File: src/sv/lrs_pkg.sv
// Shared types and constants of the five-point Laplacian residual block.
// Depends on nothing; every other file of the block imports it.
package lrs_pkg;

   localparam int DATA_W  = 32;
   localparam int LEN_W   = 6;
   localparam int CNT_W   = 12;
   localparam int SCALE_W = 12;
   localparam int ACC_W   = 35;
   localparam int PROD_W  = 48;

   localparam logic [LEN_W-1:0] GRID_LEN_RESET = LEN_W'(33);
   localparam logic [LEN_W-1:0] MIN_LEN        = LEN_W'(2);

   localparam logic signed [PROD_W-1:0] SAT_MAX = PROD_W'(64'sh0000_0000_7FFF_FFFF);
   localparam logic signed [PROD_W-1:0] SAT_MIN = -PROD_W'(64'sh0000_0000_8000_0000);

   typedef logic signed [DATA_W-1:0] data_type;

   // Geometry that follows from the side length.
   typedef struct packed {
      logic [LEN_W-1:0]   side;
      logic [SCALE_W-1:0] scale;
      logic [CNT_W-1:0]   last;
      logic [CNT_W-1:0]   last_flush;
   } geom_type;

   // One stencil window handed from the line buffers to the arithmetic.
   typedef struct packed {
      data_type         center;
      data_type         left;
      data_type         right;
      data_type         up;
      data_type         down;
      data_type         rhs;
      logic             has_left;
      logic             has_right;
      logic             has_up;
      logic             has_down;
      logic [CNT_W-1:0] index;
      logic             last;
   } tap_type;

endpackage

File: src/sv/lrs_cell.sv
// One storage cell of a line buffer: loads the new value when it is the
// entry point of the line, else its upstream neighbor. Depends on lrs_pkg.
module lrs_cell (
   input  logic             clock,
   input  logic             shift,
   input  logic             entry,
   input  lrs_pkg::data_type new_data,
   input  lrs_pkg::data_type next_data,
   output lrs_pkg::data_type data
);
   import lrs_pkg::*;

   data_type data_ff;
   data_type data_in;

   always_comb begin
      data_in = entry ? new_data : next_data;
   end

   always_ff @(posedge clock) begin
      if (shift) begin
         data_ff <= data_in;
      end
   end

   assign data = data_ff;

endmodule

File: src/sv/lrs_line.sv
// Variable-length line buffer built as a row of lrs_cell instances.
// Depends on lrs_pkg and lrs_cell.
module lrs_line #(
   parameter int DEPTH = 63
) (
   input  logic             clock,
   input  logic             shift,
   input  logic [DEPTH-1:0] entry,
   input  lrs_pkg::data_type new_data,
   output lrs_pkg::data_type head,
   output lrs_pkg::data_type second
);
   import lrs_pkg::*;

   data_type cell_q [DEPTH];

   // Data moves toward index 0; the head is the oldest value in the line.
   for (genvar i = 0; i < DEPTH; i++) begin : g_cell
      data_type next_data;
      if (i == DEPTH - 1) begin : g_top
         assign next_data = new_data;
      end else begin : g_mid
         assign next_data = cell_q[i+1];
      end
      lrs_cell u_cell (
         .clock     (clock),
         .shift     (shift),
         .entry     (entry[i]),
         .new_data  (new_data),
         .next_data (next_data),
         .data      (cell_q[i])
      );
   end

   assign head   = cell_q[0];
   assign second = cell_q[1];

endmodule

File: config.mk
export PLATFORM = sky130hd
export DESIGN_NAME = lrs_line
export DESIGN_NICKNAME = d
export VERILOG_FILES = /design/src/sv/lrs_pkg.sv /design/src/sv/lrs_cell.sv /design/src/sv/lrs_line.sv
export SDC_FILE = /design/constraint.sdc
export NUM_CORES = 2
export LEC_CHECK = 0
export BUFFER_PORTS_ARGS = -buffer_cell sky130_fd_sc_hd__buf_2
export CAP_MARGIN = 20
export CORE_ASPECT_RATIO = 0.6
export CORE_MARGIN = 4
export CORE_UTILIZATION = 40
export DETAILED_ROUTE_END_ITERATION = 8
export GPL_TIMING_DRIVEN = 0
export PLACE_DENSITY = 0.63
export SETUP_SLACK_MARGIN = 0.4
export SLEW_MARGIN = 15
export SYNTH_ARGS = -nofsm -noshare
export SYNTH_HDL_FRONTEND = slang
export SYNTH_SLANG_ARGS = --single-unit
File: constraint.sdc
create_clock -name clock -period 1.2 [get_ports clock]
set_clock_uncertainty 0.1 [all_clocks]
set_input_delay 0.24 -clock clock [delete_from_list [all_inputs] [get_ports clock]]
set_output_delay 0.24 -clock clock [all_outputs]
set_load 0.02 [all_outputs]
==> flow_summary_export.csv <==
group,metric,value,unit
synthesis,synth-seq-area-share,69.0,%
clock_tree,htree_num_levels,4,
timing,relSlewSlack,44.5,%
setup_path,crit_type,"reg -> out",
synthesis,yosys_register_bits,2016,
floorplanning,fp.dieH,371,um
routing,drcViolationCount,0,
synthesis,synth-compound-area-share,0,%
routing,wl_per_cell,23.2,um
setup_path,path_delay_family,"flip-flops",
timing,rsz0062_at_grt,"true",
synthesis,synth_xor_area_share,0,%
setup_path,crit_chain,"buf_6",
timing,setup_slack,-0.568,ns
global_routing,grt-ovfl-total,0,
timing,fin_tns_setup,-32.45,ns
synthesis,synthAdderAreaFrac,0,%
timing,setup_viol,111,
routing,num_vias,40400,
clock_tree,path_clk_slew,0.07,ns
floorplanning,start_util,40.5,%
setup_path,crit_path_end_kind,"output pin",
timing,timing.final.crit_period,1.77,ns
timing,hold_violations,2082,
global_routing,antenna_found_initial,30,
floorplanning,coreArea,217000,sq um
global_routing,track_usage,15.8,%
routing,ant_nets,0,
floorplanning,num_rows,132,
synthesis,synth_top_family_by_area,"multiplexers",
clock_tree,cts_root_buf,"clkbuf_16",
placement,placed_cells,7432,
power,p_leak,38.5,nW
outcome,violations,"negative hold slack, negative setup slack",
setup_path,start_kind,"register",
setup_path,worst-path-max-fanout,2,
placement,post-place-ws,-3.93,ns
routing,finalWirelength,185000,um
hold_path,hold_class,"in -> reg",
routing,firstDrtPassIters,5,
setup_path,cp_num_buf_inv,1,
cells_and_area,syn2layout_area_growth,19.5,%
floorplanning,dieWidth,613,um
placement,gp_congestion,0.749,
timing,fin_crit_sh,147,%
cells_and_area,largest_reg_flops,2016,
clock_tree,cts_buffer_depth,4,
floorplanning,pin_count,161,
global_routing,grt_first_pass_wirelength,269000,um
setup_path,worstPathArrival,1.43,ns
timing,tightest_slew,0.832,ns
synthesis,yosysWarnings,0,
clock_tree,numCtsBuffers,192,
setup_path,slowest_stage,"edfxtp_1",
cells_and_area,drive_gt1_share,55.9,%
global_routing,grt_pass1_vias,40000,
floorplanning,dieArea,227000,sq um
setup_path,critPathRequiredTime,0.86,ns
clock_tree,cts_tree,"done",
placement,io_buffers,97,
synthesis,synth_mux_area_share,26.9,%
outcome,outcome,"finished, violations left",
timing,maxSlewViolCount,0,
synthesis,syn-cell-area,87700,sq um
power,power_density,1520,nW/um^2
clock_tree,clock_latency,0.83,ns
clock_tree,clock_sink_count,2016,
setup_path,critPathMaxStageDelay,0.44,ns
synthesis,synth_simple_gate_area_share,0,%
timing,whs,-0.340,ns
cells_and_area,nNetsFinal,5063,
synthesis,syn_inst,4440,
synthesis,synthDistinctLibCells,7,
placement,hpwl,109000,um
global_routing,grt_max_degree,153,
cells_and_area,instances_no_fill,7995,
power,peakVddDrop,886,uV
timing,fmax,566,MHz
routing,viasPerCell,5.05,
clock_tree,holdBufCountCts,30,
routing,drt_iter0_drc,3669,
flow_run,drv_cap,0,
synthesis,syn_area_per_cell,19.8,sq um
synthesis,syn-num-nets,4537,
cells_and_area,fill_cells,17700,
[stage by stage]
step	power, mW	instance area [sq um]	utilization, %
CTS	161	103000	47.6
detailed placement	101	94400	43.5
finish	160	105000	48.3
global route	166	105000	48.3
global placement	97.9	94000	43.4
floorplan	96.6	89900	-
[path summary, 6_finish.rpt]
| path | from | endpoint | slack (ns) | cells past startpoint |
|---|---|---|---|---|
| setup / recovery | g_cell[1].u_cell.data[5] | second[5] | -0.57 | 1 |
| hold / removal | entry[4] | g_cell[4].u_cell.data[31] | -0.34 | 2 |
| setup reg to reg | g_cell[1].u_cell.data[5] | g_cell[0].u_cell.data[5] | -0.01 | 2 |
| hold reg to reg | g_cell[7].u_cell.data[21] | g_cell[6].u_cell.data[21] | 0.39 | 1 |
[cells in the final DEF, fill, tap and decap left out, drive strengths merged]
master and n:
clkinv 79, inv 6, bufbuf 24, bufinv 9, clkinvlp 7, clkbuf 385, dlygate4sd3 30, diode 10
buf 564, mux2 1984, edfxtp 2016
[where the power goes]
part | switching, mW | internal, mW | total, mW
Combinational | 7.33 | 9.40 | 16.7
Clock | 25.9 | 31.7 | 57.7
Sequential | 1.34 | 83.9 | 85.2
[Yosys cell counts]
cell type  instances  area, sq um
mux2_2          1655        18600
edfxtp_1        2016        60500
buf_6            246         2770
buf_2             62          310
buf_12             2         40.0
clkbuf_1         130          488
mux2_4           329         4940
[kinds of logic (layout without fill, tap and decap cells)]
kind of cell	count (synthesis)	in the layout
buffers and inverters	440	1104
flip-flops	2016	2016
multiplexers	1984	1984
other	0	10
[repair_timing]
item | 4_1_cts | 5_1_grt
gates resized for setup | 88 | 149
pin swaps | 0 | 0
setup endpoints to repair | 3927 | 3737
buffers inserted | 35 | 46
hold endpoints to repair | 2204 | 2121
gates cloned | 74 | 36
[cell type report]
class                   count  area (sq um)  area share (%)
clock buffers             231          5040            4.80
flip-flops and latches   2016         60500            57.7
diodes                     10          25.0          0.0239
multi-input cells        1984         25200            24.0
clock inverters           101           734           0.701
plain buffers             440          4260            4.06
well taps                2881          3600            3.44
repair buffers            332          5460            5.21
[per-layer routing]
metal / GRT usage [%] / part of all wire [%] / vias to the layer above
li1: - / - / 18300
met1: 24.6 / 50 / 20800
met2: 22.4 / 42 / 1048
met3: 3.60 / 7.0 / 233
met4: 3.15 / 1.9 / 4
met5: 0 / 0.010 / -
Power figures use the tool's default switching activity.
