--- src/sv/lrs_pkg.sv ---
// Shared types and constants of the five-point Laplacian residual block.
// Depends on nothing; every other file of the block imports it.
package lrs_pkg;

   localparam int DATA_W  = 32;
   localparam int LEN_W   = 6;
   localparam int CNT_W   = 12;
   localparam int SCALE_W = 12;
   localparam int ACC_W   = 35;
   localparam int PROD_W  = 48;

   localparam logic [LEN_W-1:0] GRID_LEN_RESET = LEN_W'(33);
   localparam logic [LEN_W-1:0] MIN_LEN        = LEN_W'(2);

   localparam logic signed [PROD_W-1:0] SAT_MAX = PROD_W'(64'sh0000_0000_7FFF_FFFF);
   localparam logic signed [PROD_W-1:0] SAT_MIN = -PROD_W'(64'sh0000_0000_8000_0000);

   typedef logic signed [DATA_W-1:0] data_type;

   // Geometry that follows from the side length.
   typedef struct packed {
      logic [LEN_W-1:0]   side;
      logic [SCALE_W-1:0] scale;
      logic [CNT_W-1:0]   last;
      logic [CNT_W-1:0]   last_flush;
   } geom_type;

   // One stencil window handed from the line buffers to the arithmetic.
   typedef struct packed {
      data_type         center;
      data_type         left;
      data_type         right;
      data_type         up;
      data_type         down;
      data_type         rhs;
      logic             has_left;
      logic             has_right;
      logic             has_up;
      logic             has_down;
      logic [CNT_W-1:0] index;
      logic             last;
   } tap_type;

endpackage

--- src/sv/lrs_rsp_if.sv ---
// Result channel of the residual block: one residual per transfer.
// Depends on lrs_pkg.
interface lrs_rsp_if;
   import lrs_pkg::*;

   logic             valid;
   logic             ready;
   data_type         residual;
   logic [CNT_W-1:0] cell_index;
   logic             last_of_grid;

   modport source (output valid, output residual, output cell_index, output last_of_grid,
                   input ready);
   modport sink (input valid, input residual, input cell_index, input last_of_grid,
                 output ready);
endinterface

--- src/sv/lrs_arith.sv ---
// Four-stage residual pipeline: window register, neighbor sum, scale
// multiply, subtract with saturation. Depends on lrs_pkg and lrs_rsp_if.
module lrs_arith (
   input  logic                          clock,
   input  logic                          reset,
   input  logic [lrs_pkg::SCALE_W-1:0]   scale,
   input  logic                          tap_valid,
   output logic                          tap_ready,
   input  lrs_pkg::tap_type              tap,
   lrs_rsp_if.source                     rsp_ch
);
   import lrs_pkg::*;

   logic valid_t_ff, valid_a_ff, valid_m_ff, valid_o_ff;
   logic en_t, en_a, en_m, en_o;

   tap_type                   tap_ff;
   logic signed [ACC_W-1:0]   acc_ff, acc_in;
   data_type                  rhs_a_ff, rhs_m_ff;
   logic [CNT_W-1:0]          idx_a_ff, idx_m_ff, idx_o_ff;
   logic                      last_a_ff, last_m_ff, last_o_ff;
   logic signed [PROD_W-1:0]  prod_ff, prod_in;
   logic signed [PROD_W-1:0]  scale_x, acc_x, diff;
   data_type                  res_ff, res_in;

   // A stage moves on when it is empty or the next stage moves on.
   always_comb begin
      en_o      = !valid_o_ff || rsp_ch.ready;
      en_m      = !valid_m_ff || en_o;
      en_a      = !valid_a_ff || en_m;
      en_t      = !valid_t_ff || en_a;
      tap_ready = en_t;
   end

   always_comb begin
      acc_in = -(ACC_W'(tap_ff.center) <<< 2);
      if (tap_ff.has_left) begin
         acc_in = acc_in + ACC_W'(tap_ff.left);
      end
      if (tap_ff.has_right) begin
         acc_in = acc_in + ACC_W'(tap_ff.right);
      end
      if (tap_ff.has_up) begin
         acc_in = acc_in + ACC_W'(tap_ff.up);
      end
      if (tap_ff.has_down) begin
         acc_in = acc_in + ACC_W'(tap_ff.down);
      end
   end

   always_comb begin
      scale_x = PROD_W'(signed'({1'b0, scale}));
      acc_x   = PROD_W'(acc_ff);
      prod_in = scale_x * acc_x;
   end

   always_comb begin
      diff = PROD_W'(rhs_m_ff) - prod_ff;
      if (diff > SAT_MAX) begin
         res_in = DATA_W'(SAT_MAX);
      end else if (diff < SAT_MIN) begin
         res_in = DATA_W'(SAT_MIN);
      end else begin
         res_in = DATA_W'(diff);
      end
   end

   always_ff @(posedge clock) begin
      if (reset) begin
         valid_t_ff <= 1'b0;
         valid_a_ff <= 1'b0;
         valid_m_ff <= 1'b0;
         valid_o_ff <= 1'b0;
      end else begin
         if (en_t) begin
            valid_t_ff <= tap_valid;
         end
         if (en_a) begin
            valid_a_ff <= valid_t_ff;
         end
         if (en_m) begin
            valid_m_ff <= valid_a_ff;
         end
         if (en_o) begin
            valid_o_ff <= valid_m_ff;
         end
      end
   end

   always_ff @(posedge clock) begin
      if (en_t) begin
         tap_ff <= tap;
      end
      if (en_a) begin
         acc_ff    <= acc_in;
         rhs_a_ff  <= tap_ff.rhs;
         idx_a_ff  <= tap_ff.index;
         last_a_ff <= tap_ff.last;
      end
      if (en_m) begin
         prod_ff   <= prod_in;
         rhs_m_ff  <= rhs_a_ff;
         idx_m_ff  <= idx_a_ff;
         last_m_ff <= last_a_ff;
      end
      if (en_o) begin
         res_ff    <= res_in;
         idx_o_ff  <= idx_m_ff;
         last_o_ff <= last_m_ff;
      end
   end

   assign rsp_ch.valid        = valid_o_ff;
   assign rsp_ch.residual     = res_ff;
   assign rsp_ch.cell_index   = idx_o_ff;
   assign rsp_ch.last_of_grid = last_o_ff;

endmodule

--- src/flat_wrapper.sv ---
// flat-port wrapper written by rule: the top's interface ports become plain ports
module lrs_arith_flat import lrs_pkg::*;
  (clock, reset, scale, tap_valid, tap_ready, tap, rsp_ch_valid, rsp_ch_residual, rsp_ch_cell_index, rsp_ch_last_of_grid, rsp_ch_ready);
  lrs_rsp_if rsp_ch_i ();
  input  logic clock;
  input  logic reset;
  input  logic [lrs_pkg::SCALE_W-1:0] scale;
  input  logic tap_valid;
  output logic tap_ready;
  input  lrs_pkg::tap_type tap;
  output wire logic [$bits(rsp_ch_i.valid)-1:0] rsp_ch_valid;
  output wire logic [$bits(rsp_ch_i.residual)-1:0] rsp_ch_residual;
  output wire logic [$bits(rsp_ch_i.cell_index)-1:0] rsp_ch_cell_index;
  output wire logic [$bits(rsp_ch_i.last_of_grid)-1:0] rsp_ch_last_of_grid;
  input wire logic [$bits(rsp_ch_i.ready)-1:0] rsp_ch_ready;
  assign rsp_ch_valid = rsp_ch_i.valid;
  assign rsp_ch_residual = rsp_ch_i.residual;
  assign rsp_ch_cell_index = rsp_ch_i.cell_index;
  assign rsp_ch_last_of_grid = rsp_ch_i.last_of_grid;
  assign rsp_ch_i.ready = rsp_ch_ready;
  lrs_arith u_core (.clock(clock), .reset(reset), .scale(scale), .tap_valid(tap_valid), .tap_ready(tap_ready), .tap(tap), .rsp_ch(rsp_ch_i));
endmodule
--- config.mk ---
export PLATFORM = sky130hd
export DESIGN_NAME = lrs_arith_flat
export DESIGN_NICKNAME = d
export VERILOG_FILES = /design/src/sv/lrs_pkg.sv /design/src/sv/lrs_rsp_if.sv /design/src/sv/lrs_arith.sv /design/src/flat_wrapper.sv
export SDC_FILE = /design/constraint.sdc
export NUM_CORES = 2
export LEC_CHECK = 0
export CAP_MARGIN = 15
export CORE_ASPECT_RATIO = 0.75
export CORE_UTILIZATION = 64
export CTS_CLUSTER_DIAMETER = 200
export CTS_CLUSTER_SIZE = 25
export DETAILED_ROUTE_END_ITERATION = 12
export DONT_BUFFER_PORTS = 1
export PLACE_DENSITY_LB_ADDON = 0.25
export SYNTH_ARGS = -nofsm -noshare
export SYNTH_HDL_FRONTEND = slang
export SYNTH_SLANG_ARGS = --single-unit
--- constraint.sdc ---
create_clock -name clock -period 14.5 [get_ports clock]
set_input_delay 2.9 -clock clock [delete_from_list [all_inputs] [get_ports clock]]
set_output_delay 2.9 -clock clock [all_outputs]
set_load 0.02 [all_outputs]
==> impl_metrics.json <==
{
  "initial_core_util_pct": 65.1,
  "postCtsSetupBuffers": 0,
  "synth_edf_count": 427,
  "rows": 77,
  "wl_met1_um": 38300,
  "reg2reg_slack_ns": 3.78,
  "wl_per_cell_um": 18.9,
  "worstPathRequired_ns": 14.84,
  "drc_errors": 0,
  "h-tree-depth": 1,
  "clk_latency_ns": 0.60,
  "r2r_start": "u_core.tap_ff[177]$_DFFE_PP_",
  "synthMostInstantiatedCell": "inv_1",
  "cts.sinks": 431,
  "rsz0062_at_grt": "false",
  "drv_cap": 0,
  "core_um2": 59300,
  "worst-path-max-fanout": 5,
  "wl_met2_um": 39000,
  "yosysWarnings": 0,
  "critPathLaunch": "u_core.tap_ff[177]$_DFFE_PP_",
  "synthDistinctLibCells": 84,
  "skew_ns": 0.0506,
  "max_freq_ghz": 0.0933,
  "wl_met3_um": 5520,
  "top_layer": "met4",
  "port-buffer-count": 0,
  "cts-root-buf": "clkbuf_16",
  "vias_per_cell": 5.95,
  "synth.top_cells.by_area": "edfxtp_1 33%, fa_1 19%, ha_1 9.4%, inv_1 4.7%, and2_1 3.7%",
  "hold_violations": 0,
  "hold_buffers": 0,
  "drt_iter0_markers": 2198,
  "die_area_um2": 61300,
  "final_antenna_net_count": 0,
  "synth_top_area_share_pct": 33.2,
  "period_needed_ns": 10.72,
  "synth_nets": 4617,
  "die_h_um": 215,
  "layout-drive-gt1-share_pct": 3.68,
  "slew_headroom_pct": 23.9,
  "numCtsBuffers": 21,
  "ctsLongestPathBuffers": 3,
  "first_pass_iters": 5,
  "nFillCells": 4612,
  "tns_ns": 0,
  "grt_pass1_wl_um": 139000,
  "synth_top_flop_cell": "edfxtp_1",
  "criticalPathCategory": "flop to flop",
  "synthArstFlopShare_pct": 0,
  "min_from": "u_core.rhs_a_ff[25]$_DFFE_PP_",
  "vias": 26400,
  "max_slew.worst_pin.slew_ns": 1.13,
  "finalWeightedCongestion": 0.942,
  "yosys.area.top_type": "edfxtp_1",
  "cp-start-kind": "flop",
  "synth_area_per_cell_um2": 10.3,
  "min_path_type": "flop to flop",
  "grt_overflow_total": 0,
  "synth.cells.most_frequent": "479 x inv_1, 427 x edfxtp_1, 373 x fa_1, 363 x nand2_1, 289 x ha_1",
  "io_pins": 272,
  "seq_area_frac_synth_pct": 33.4,
  "setup_viol": 0,
  "area_growth_syn_to_layout_pct": 3.18,
  "grt_pass1_vias": 26500,
  "clk_pin_slew_ns": 0.11,
  "grtUsageTotal_pct": 28.2,
  "max_stage_delay_ns": 1.00,
  "critPathArrivalTime_ns": 11.07,
  "setup.worst_path.end_class": "flop",
  "status": "finished clean",
  "post-dp-hpwl_um": 65100,
  "wl_um": 84100,
  "finalCritPeriodShare_pct": 74.0,
  "cp_common_cell": "ha_1",
  "synth_cells": 3730,
  "die_w_um": 286,
  "ys_seq_elements": 431,
  "antenna_found_initial": 9,
  "layout.nets": 4521,
  "tritoncts": "done",
  "ctsResizeCount": 0,
  "syn-cell-area_um2": 38600,
  "grt_start_max_net_pins": 114,
  "cpMaxStageDelayCell": "o41ai_1",
  "final_max_slew_viol_count": 0
}
-- final timing paths --
path,end,cells after the start
min,u_core.rhs_m_ff[25]$_DFFE_PP_,0
max reg2reg,u_core.acc_ff[34]$_DFFE_PP_,40
min reg2reg,u_core.rhs_m_ff[25]$_DFFE_PP_,0
max,u_core.acc_ff[34]$_DFFE_PP_,40
-- per-layer routing --
layer,vias to the layer above,track usage (%)
met3,76,3.87
met4,0,5.58
met5,-,0
met2,820,44.8
met1,13100,41.8
li1,12500,-
-- worst max-delay path: cells and delay by family (launching register included) --
kind | cells | cell delay [ns]
mux | 2 | 0.56
buf+inv | 2 | 0.17
flops | 1 | 0.46
simple gates | 10 | 1.61
xor+xnor | 5 | 0.70
compound gates | 16 | 5.49
fa+ha+maj | 5 | 1.53
-- stage by stage --
step	hold WS [ns]	setup slack [ns]	cells	utilization (%)	instance area, µm²
4_1_cts	0.415	3.99	4433	67.2	39800
6_report	0.416	3.78	4442	67.2	39800
3_3_place_gp	0.400	4.31	4401	66.2	39200
3_5_place_dp	0.405	4.06	4401	66.2	39200
5_1_grt	0.423	2.95	4442	67.2	39800
2_1_floorplan	0.400	3.92	3730	-	38600
-- placed cells by master, fill, tap and decap left out, types with 21 or more instances in the layout --
| cell | synthesis | routed |
|---|---|---|
| nor3_1 | 44 | 44 |
| clkbuf_16 | 0 | 21 |
| nand2b_1 | 36 | 36 |
| nand3_1 | 49 | 49 |
| nand2_1 | 363 | 361 |
| xnor2_1 | 152 | 152 |
| ha_1 | 289 | 289 |
| nor2b_1 | 29 | 29 |
| a31oi_1 | 28 | 28 |
| mux2_2 | 62 | 62 |
| xor2_1 | 73 | 73 |
| a21oi_1 | 234 | 234 |
| o21ai_0 | 146 | 146 |
| inv_1 | 479 | 477 |
| and2_1 | 231 | 231 |
| a21o_1 | 112 | 112 |
| fa_1 | 373 | 373 |
| o21a_1 | 29 | 29 |
| nor2_1 | 151 | 151 |
| nand4_1 | 23 | 23 |
| and3_1 | 33 | 33 |
| edfxtp_1 | 427 | 427 |
-- layout make-up --
type / instances / area [µm²] / area share, %
Tap cell: 790 / 988 / 2.48
Timing Repair Buffer: 11 / 95.1 / 0.239
Clock buffer: 30 / 559 / 1.40
Clock inverter: 2 / 28.8 / 0.0723
Antenna cell: 9 / 22.5 / 0.0566
Multi-Input combinational cell: 2688 / 23400 / 58.8
Sequential cell: 431 / 12900 / 32.4
Inverter: 481 / 1810 / 4.54
-- registers in the layout, indices dropped and copies added, names as in the netlist --
register,count
u_core.tap_ff,209
u_core.prod_ff,48
u_core.acc_ff,35
u_core.rhs_a_ff,32
u_core.rhs_m_ff,32
u_core.rsp_ch.residual,32
u_core.idx_a_ff,12
u_core.idx_m_ff,12
u_core.rsp_ch.cell_index,12
u_core.last_a_ff,1
u_core.last_m_ff,1
u_core.rsp_ch.last_of_grid,1
u_core.rsp_ch.valid,1
u_core.valid_a_ff,1
u_core.valid_m_ff,1
u_core.valid_t_ff,1
-- cell families (layout without fill, tap and decap cells) --
logic type      Yosys count  after routing  share of synthesized area, %
fa+ha+maj               662            662                          28.7
flops                   431            431                          33.4
other cells               0              9                             0
simple gates           1021           1021                          13.1
xor+xnor                226            226                          5.16
mux                      73             73                          2.09
buf+inv                 611            524                          5.98
compound gates          706            706                          11.5
Power is not shown: default switching activity piles up to over one toggle a cycle in this logic, so the estimate is an artifact.
